--- config.mk ---
export PLATFORM = sky130hd
export DESIGN_NAME = mfa_divider
export DESIGN_NICKNAME = d
export VERILOG_FILES = /design/src/design/mfa_pkg.sv /design/src/design/mfa_divider.sv
export SDC_FILE = /design/constraint.sdc
export NUM_CORES = 1
export LEC_CHECK = 0
export ABC_AREA = 1
export BUFFER_PORTS_ARGS = -buffer_cell sky130_fd_sc_hd__buf_2
export CELL_PAD_IN_SITES_DETAIL_PLACEMENT = 0
export CELL_PAD_IN_SITES_GLOBAL_PLACEMENT = 1
export CORE_MARGIN = 3
export CORE_UTILIZATION = 40
export CTS_CLUSTER_DIAMETER = 80
export CTS_CLUSTER_SIZE = 16
export DETAILED_ROUTE_END_ITERATION = 6
export HOLD_SLACK_MARGIN = 0.03
export PLACE_DENSITY = 0.8
export SYNTH_ARGS = -nofsm -noshare
export SYNTH_HDL_FRONTEND = slang
export SYNTH_SLANG_ARGS = --single-unit
--- constraint.sdc ---
create_clock -name i_clk -period 3 [get_ports i_clk]
set_input_delay 0.3 -clock i_clk [delete_from_list [all_inputs] [get_ports i_clk]]
set_output_delay 0.3 -clock i_clk [all_outputs]
set_load 0.05 [all_outputs]
--- src/design/mfa_pkg.sv ---
// shared types and constants for the mixed fraction adder
`default_nettype none
package mfa_pkg;
    localparam int OPERAND_BITS = 16;
    localparam int PROD_BITS    = 2 * OPERAND_BITS;
    localparam int WHOLE_BITS   = 48;
    localparam int FRAC_BITS    = 32;
    localparam int CNT_BITS     = $clog2(PROD_BITS + 1);

    // sequencer states, one-hot
    typedef enum logic [6:0] {
        S_IDLE = 7'b0000001,
        S_DIVA = 7'b0000010,
        S_DIVB = 7'b0000100,
        S_MUL  = 7'b0001000,
        S_GCD  = 7'b0010000,
        S_RED  = 7'b0100000,
        S_OUT  = 7'b1000000
    } t_state;

    // divider control and status
    typedef struct packed {
        logic start;
    } t_div_ctl;
    typedef struct packed {
        logic busy;
        logic done;
    } t_div_sts;
endpackage
`default_nettype wire

--- src/design/mfa_divider.sv ---
// restoring divider, one quotient bit per cycle, unsigned prod-width operands
`default_nettype none
module mfa_divider
    import mfa_pkg::*;
(
    input  wire logic                 i_clk,
    input  wire logic                 i_rst_n,
    input  wire t_div_ctl             i_ctl,
    input  wire logic [PROD_BITS-1:0] i_dividend,
    input  wire logic [PROD_BITS-1:0] i_divisor,
    output t_div_sts                  o_sts,
    output logic [PROD_BITS-1:0]      o_quot,
    output logic [PROD_BITS-1:0]      o_rem
);
    logic [PROD_BITS-1:0] r_q, r_d;
    logic [PROD_BITS:0]   r_r, n_r, trial;
    logic [CNT_BITS-1:0]  r_cnt;
    logic                 r_busy, r_done;

    // shift in next dividend bit and trial subtract
    always_comb begin
        n_r   = {r_r[PROD_BITS-1:0], r_q[PROD_BITS-1]};
        trial = n_r - {1'b0, r_d};
    end

    // control
    always_ff @(posedge i_clk) begin
        if (!i_rst_n) begin
            r_busy <= 1'b0;
            r_done <= 1'b0;
            r_cnt  <= '0;
        end else begin
            r_done <= 1'b0;
            if (i_ctl.start) begin
                r_busy <= 1'b1;
                r_cnt  <= CNT_BITS'(PROD_BITS);
            end else if (r_busy) begin
                r_cnt <= r_cnt - 1'b1;
                if (r_cnt == CNT_BITS'(1)) begin
                    r_busy <= 1'b0;
                    r_done <= 1'b1;
                end
            end
        end
    end

    // datapath
    always_ff @(posedge i_clk) begin
        if (i_ctl.start) begin
            r_q <= i_dividend;
            r_d <= i_divisor;
            r_r <= '0;
        end else if (r_busy) begin
            if (!trial[PROD_BITS]) begin
                r_r <= trial;
                r_q <= {r_q[PROD_BITS-2:0], 1'b1};
            end else begin
                r_r <= n_r;
                r_q <= {r_q[PROD_BITS-2:0], 1'b0};
            end
        end
    end

    assign o_sts  = '{busy: r_busy, done: r_done};
    assign o_quot = r_q;
    assign o_rem  = r_r[PROD_BITS-1:0];
endmodule
`default_nettype wire

### Yosys cells after proc, flatten, opt, wreduce, memory -nomap -nowiden

Index checks and enable logic that the tools add are counted.

| storage, ports and cells | value |
|---|---|
| word-level logic and storage cells | 25 |
| register bits | 104 |
| output and inout bits | 66 |

| operators by class | value |
|---|---|
| bitwise operators | 2 |
| muxes and demuxes | 10 |
| reductions and logical operators | 3 |
| equal/unequal tests | 1 |
| $add $sub $neg | 2 |

Operator list:

| cell | count |
|---|---|
| $mux W32 | 3 |
| $sub A33 B32 Y33 | 1 |
| $mux W6 | 2 |
| $eq A6 B1 Y1 const B | 1 |
| $sub A6 B1 Y6 const B | 1 |
| $mux W1 | 5 |
| $reduce_or A3 Y1 | 1 |
| $not A1 Y1 | 2 |
| $reduce_bool A2 Y1 | 1 |
| $reduce_or A2 Y1 | 1 |

### Depth between registers and ports, before layout

Gate-level depths: netlist of the first run.

| logic depth | value |
|---|---|
| word-level depth | 4 |
| gate-level depth with buffers | 19 |
| depth with buffers taken out | 17 |

### Worst setup path after synthesis of the first run

Ideal clock, no wire load.

| path | value |
|---|---|
| path kind | register to register |
| from | register r_q[31] (netlist: o_quot[31]) |
| to | register r_q[0] (netlist: o_quot[0]) (data pin) |
| data arrival time | 2396 ps |
| data required time | 2734 ps |
| setup slack | 339 ps |
| stages on the path, launching flop included | 17 |
| period minus slack after synthesis | 2661 ps |
| path buffers | 1 |
| cell sequence | edfxtp_1 -> inv_1 -> ha_1 -> fa_1 -> inv_1 -> nand2_1 -> nand2_1 -> nand3_1 -> nand2_1 -> nand2_1 -> nand2_2 -> nand2_4 -> nand2_4 -> nand2_1 -> nand2_2 -> buf_6 -> o21ai_1 |

| between the ends | value |
|---|---|
| word-level cells in the longest chain between the ends | 4 |

RTL lines:

| what | RTL line | RTL |
|---|---|---|
| start, declared | mfa_divider.sv:15 | `logic [PROD_BITS-1:0] r_q, r_d;` |
| start signal, assigned | mfa_divider.sv:50 | `r_q <= i_dividend;` |
| start signal, assigned | mfa_divider.sv:56 | `r_q <= {r_q[PROD_BITS-2:0], 1'b1};` |
| start signal, assigned | mfa_divider.sv:59 | `r_q <= {r_q[PROD_BITS-2:0], 1'b0};` |
| $sub A33 B32 Y33 | mfa_divider.sv:23 | `trial = n_r - {1'b0, r_d};` |
| $mux W1 | mfa_divider.sv:54 | `if (!trial[PROD_BITS]) begin` |
| $mux W32 | mfa_divider.sv:53 | `end else if (r_busy) begin` |
| $mux W32 | mfa_divider.sv:49 | `if (i_ctl.start) begin` |

No other way between the ends. The select of a mux whose other input is x is not followed.
A chain may end at the register's enable or synchronous reset.

### Worst setup path after layout of the first run

| path | value |
|---|---|
| from | register r_q[31] (netlist: o_quot[31]) |
| to | register r_r[15] |

| between the ends | value |
|---|---|
| word-level cells in the longest chain between the ends | 2 |

RTL lines:

| what | RTL line | RTL |
|---|---|---|
| $sub A33 B32 Y33 | mfa_divider.sv:23 |  |
| $mux W32 | mfa_divider.sv:54 |  |
| end signal, assigned | mfa_divider.sv:55 | `r_r <= trial;` |
| end signal, assigned | mfa_divider.sv:58 | `r_r <= n_r;` |
| end, declared | mfa_divider.sv:16 | `logic [PROD_BITS:0] r_r, n_r, trial;` |

No other way between the ends.

==> impl_results.md, run 1 <==
- Outcome: complete, no violations
- Synth unique cells: 39
- Total number of vias: 6122
- Hold_buf cts: 0
- Max incr delay on CP: 0.41 ns
- TritonCTS Buffers: 9
- Num rows: 47
- Initial Util: 41.6%
- Worst-path maximum fanout: 24
- WHS: 0.108 ns
- CP Cell Sequence: inv_1, ha_1, fa_1, inv_1, nand2_1, nand2_1, nand3_1, nand2_1, nand2_1, nand2_2, nand2_4, nand2_4, nand2_1, nand2_2, buf_12, nand2_1, nand3_2, nand2_1
- Worst Clk Skew: 0.0143 ns
- RSZ-0062 raised after global routing: false
- Syn avg cell area: 6.73 um2
- Max cap viols: 0
- P&R area growth vs syn: 17.3%
- Die footprint: 0.0192 mm2
- DP Wirelength: 14300 um
- Yosys reg bits: 104
- H-tree level count: 3
- Vias per cell: 4.39
- Syn_nets: 1144
- Diode count: 0
- GP Congestion: 0.878
- CTS tree: yes
- Width of the die: 138 um
- Worst-case clock buffer depth: 2
- Number of global-route vias before repair: 5827
- Post-synthesis cell count: 1042
- Final Net Count: 1273
- Detailed Route WL: 18000 um
- Routed WL per cell: 12.9 um
- CP most frequent cell: nand2_1
- Share of layout cells above drive strength 1: 16.8%
- CP max stage cell: fa_1
- CORE AREA: 0.0169 mm2
- Sequential element share of the synthesized area: 38.8%
- Sink Count: 104
- Area of the mapped netlist: 0.00701 mm2
- Critical Path Sink Type: flip-flop
- Num ports: 133
- PortBufs: 132
- Count of final max-slew check failures: 0
- Fin crit share: 87.2%
- Clk pin slew, worst setup/hold paths: 0.08 ns
- Post-route DRC: 0
- Total track usage: 18.8%
- First-pass GRT wire length: 29600 um
- CTS Root Buffer Type: clkbuf_16
- Clk Latency, worst-skew pair: 0.36 ns
- Tmin final: 2.62 ns
- CP delay by family, top: simple AND/OR/NAND/NOR gates
- Die Y: 138 um
- Worst Hold Class: input port to flip-flop
- Relative slew slack: 65.1%
- Largest net degree at the start of global routing: 39
- Drt pass-1 iters: 4
- Setup Buffers After CTS: 0
- Yosys warns: 0
- Hold Vio Cnt, Final: 0
- Setup CP Type: flip-flop to flip-flop
- Setup TNS: 0 ns
- Fmax: 0.382 GHz
- CP Buf/Inv Count: 3
- PostCTS Resize Cnt: 0
- Initial DRC count: 372
- Worst-margin pin slew: 0.523 ns
- Final setup viols: 0
- Fill cell count: 1768
- VDD IR max: 0.302 mV
- Setup crit start kind: flip-flop
- Antenna Violating Nets Remaining: 0
- Antenna violations before repair: 1
- Worst path arrival time: 2.86 ns
- Gr ovfl total: 0
- Static Leak: 4.69 nW
- Power density cells: 431 mW/mm2
- Critical Path RT: 3.25 ns
[flip-flops by register name, indices dropped and copies added (netlist names)]
name / flops
o_quot: 32
r_busy: 1
r_cnt: 6
r_d: 32
r_done: 1
r_r: 32
[cell usage in the layout (no fill, tap or decap), types with 3 or more instances in the layout]
master	count
nand3_1	47
nand2_2	14
inv_1	211
buf_4	6
nor2_2	7
dfxtp_1	40
nand2_1	465
nor3_1	8
edfxtp_1	64
nand4_1	6
a21oi_1	17
xnor2_1	13
buf_2	132
and2_1	3
nand2_4	3
inv_2	3
xor2_1	3
o21ai_0	4
ha_1	34
nand3_2	11
clkbuf_16	9
nor2_1	48
[kinds of logic after synthesis]
group                      synth area share (%)
DFF                                        38.8
buffers and inverters                      13.4
xor gates and xnor gates                   2.00
AOI/OAI and AO/OA                          2.28
adders and majority gates                  6.35
and+or+nand+nor                            37.1
[routing by layer]
metal / GRT usage, % / up-vias / wire length (um)
li1: - / 3385 / -
met1: 25.4 / 2622 / 8870
met2: 30.8 / 98 / 8050
met3: 4.39 / 15 / 875
met4: 4.63 / 2 / 207
met5: 0 / - / 9
[worst register-to-register path: stages (launching register included)]
cell,delay [ns]
edfxtp_1,0.34
inv_1,0.06
ha_1,0.22
fa_1,0.41
inv_1,0.09
nand2_1,0.05
nand2_1,0.10
nand3_1,0.07
nand2_1,0.13
nand2_1,0.08
nand2_2,0.10
nand2_4,0.07
nand2_4,0.07
nand2_1,0.06
nand2_2,0.22
buf_12,0.22
nand2_1,0.09
nand3_2,0.07
nand2_1,0.06
[layout make-up]
| type | instances | area [um2] | share of cell area (%) |
|---|---|---|---|
| multi-input cells | 701 | 3350 | 40.8 |
| flip-flops and latches | 104 | 2720 | 33.1 |
| inverters | 215 | 807 | 9.81 |
| repair buffers | 140 | 746 | 9.06 |
| well taps | 220 | 275 | 3.35 |
| clock buffers | 9 | 225 | 2.74 |
| clock inverters | 7 | 98.8 | 1.20 |
[where the power goes]
group          internal (mW)  switching (mW)
clock                  0.674           0.599
sequential              1.62          0.0433
combinational          0.170           0.439
total                   2.46            1.08
[metrics by stage]
step / setup slack (ns) / util [%] / std cells / instance area [um2] / power [mW]
global placement: 0.479 / 46.8 / 1380 / 7900 / 2.31
floorplan: 0.339 / - / 1042 / 7010 / 2.12
global route: 0.117 / 48.8 / 1396 / 8230 / 3.72
detailed placement: 0.388 / 46.8 / 1380 / 7900 / 2.31
finish: 0.384 / 48.8 / 1396 / 8230 / 3.54
CTS: 0.356 / 48.8 / 1396 / 8230 / 3.60
[path summary, 6_finish.rpt]
check | end | slack [ns] | cells after the start | startpoint
max | r_r[15] | 0.38 | 18 | o_quot[31]
min | r_d[21] | 0.11 | 1 | i_divisor[21]
max reg2reg | r_r[15] | 0.38 | 18 | o_quot[31]
min reg2reg | r_r[14] | 0.49 | 2 | r_r[14]
[cells in the mapped netlist (all sizes together)]
library cell	count	area [um2]
buf	10	90.1
o21ai	6	30.0
a31oi	1	6.26
xor2	3	26.3
nor4b	1	8.76
clkbuf	12	45.0
xnor2	13	114
fa	1	20.0
ha	34	425
dfxtp	40	801
or2	1	6.26
nand3	58	345
nor2	55	219
nor3b	1	7.51
clkinv	1	3.75
nand3b	2	15.0
nand2	482	1870
a211oi	2	15.0
a21oi	18	93.8
o21bai	1	7.51
inv	214	803
nor3	9	56.3
and2	4	27.5
a21o	1	7.51
nand4	6	37.5
and3	2	12.5
edfxtp	64	1920
Power figures use the tool's default switching activity.
==> inputs of run 2 (changes only) <==
REMOVE_ABC_BUFFERS = 1   (was default)
==> run 2 against run 1 <==
Against the previous run:
- clock-buffer cell count unchanged
- flip-flop and latch count unchanged
- via count up 2.6%
- largest cell class unchanged
- highest routed layer is now met4
==> impl_results.md, run 2 (synthesized netlist as in run 1, its figures left out) <==
- Count of final max-slew check failures: 0
- Largest net degree at the start of global routing: 34
- Initial DRC count: 300
- Antenna Violating Nets Remaining: 0
- Critical Path Sink Type: flip-flop
- Multi-input gate area: 0.00335 mm2
- Worst-path maximum fanout: 21
- Routed WL per cell: 13.0 um
- Clk Latency, worst-skew pair: 0.37 ns
- Vias per cell: 4.49
- Register area: 0.00272 mm2
- Num ports: 133
- Fill cell count: 1776
- Final Net Count: 1276
- Tmin final: 2.55 ns
- Fin crit share: 85.1%
- Sink Count: 104
- Crit path from: o_quot[31]
- First-pass GRT wire length: 30400 um
- Hold_buf cts: 0
- Setup crit start kind: flip-flop
- Worst-case clock buffer depth: 2
- CTS Root Buffer Type: clkbuf_16
- Number of global-route vias before repair: 6076
- TritonCTS Buffers: 9
- Worst Hold Class: input port to flip-flop
- Setup CP Type: flip-flop to flip-flop
- Hold Vio Cnt, Final: 0
- Initial Util: 41.6%
- Setup TNS: 0 ns
- Reg2reg start: o_quot[31]
- Gr ovfl total: 0
- Antenna violations before repair: 0
- Hold wc startpoint: i_divisor[7]
- PostCTS Resize Cnt: 0
- CTS tree: yes
- Most frequent cells in the layout: nand2_1, inv_1, buf_2, edfxtp_1, nor2_1
- Share of layout cells above drive strength 1: 17.0%
- CORE AREA: 0.0169 mm2
- Fmax: 0.392 GHz
- Die footprint: 0.0192 mm2
- Num rows: 47
- Worst path arrival time: 2.67 ns
- Relative slew slack: 58.9%
- GP Congestion: 0.893
- Outcome: complete, no violations
- VDD IR max: 0.292 mV
- Max cap viols: 0
- Total number of vias: 6282
- Power density cells: 428 mW/mm2
- Final instance area: 0.00821 mm2
- Post-route DRC: 0
- Die Y: 138 um
- Placement Cell Area: 0.00790 mm2
- H-tree level count: 3
- P&R area growth vs syn: 17.0%
- Post-layout util: 48.6%
- Most common cell after layout, fill and taps aside: nand2_1
- Detailed Route WL: 18200 um
- Worst-margin pin slew: 0.617 ns
- Drt pass-1 iters: 5
- Clk pin slew, worst setup/hold paths: 0.08 ns
- DP Wirelength: 14400 um
- Setup Buffers After CTS: 0
- Static Leak: 4.70 nW
- Worst Clk Skew: 0.0114 ns
- Final setup viols: 0
- WHS: 0.100 ns
- Diode count: 0
- Total track usage: 19.5%
- Critical Path RT: 3.12 ns
- RSZ-0062 raised after global routing: false
- PortBufs: 132
- Width of the die: 138 um
[run 2: changes by cell type in the layout (fill, tap and decap cells not counted), sizes merged]
cell,change
inv,+1
clkinv,+1
buf,+3
bufinv,-1
clkinvlp,-1
[run 2: final cells by class]
type                            count  area share [%]
Clock buffer                        9            2.74
Clock inverter                      7           0.961
Inverter                          215            9.84
Multi-Input combinational cell    701            40.9
Sequential cell                   104            33.2
Tap cell                          220            3.35
Timing Repair Buffer              143            9.06
[run 2: through the flow]
stage,power [mW],setup slack [ns],std cells
after global routing,3.68,0.166,1399
final,3.52,0.446,1399
after global placement,2.30,0.492,1383
after CTS,3.56,0.404,1399
after detailed placement,2.30,0.423,1383
after floorplan,2.11,0.0699,1020
[run 2: worst paths after layout]
check | end | slack, ns | depth (start not counted)
worst min register to register | r_r[2] | 0.49 | 2
worst max-delay path | o_quot[0] | 0.45 | 16
worst min-delay path | r_d[7] | 0.10 | 1
worst max register to register | o_quot[0] | 0.45 | 16
[run 2: where the power goes]
part           total, mW  switching [mW]  internal (mW)
Combinational      0.602           0.433          0.168
Clock               1.25           0.648          0.599
Sequential          1.67          0.0465           1.62
Total               3.52            1.13           2.39
[run 2: critical path: stages, from the launching register on]
cell and delay, ns:
edfxtp_1 0.35, inv_1 0.06, ha_1 0.22, fa_1 0.41
inv_1 0.09, nand2_1 0.05, nand2_1 0.11, nand3_1 0.08
nand2_1 0.15, nand2_1 0.08, nand2_2 0.10, nand2_4 0.07
nand2_4 0.07, nand2_1 0.06, nand2_2 0.06, buf_4 0.25
o21ai_1 0.08
[run 2: routing by layer]
metal | share of wire, % | GRT usage (%) | wire, um | vias up
met5 | 0 | 0 | 0 | -
met4 | 1.6 | 5.36 | 283 | 0
met3 | 6.4 | 5.08 | 1160 | 18
met2 | 44 | 31.9 | 8070 | 148
met1 | 48 | 25.7 | 8710 | 2716
li1 | - | - | - | 3400
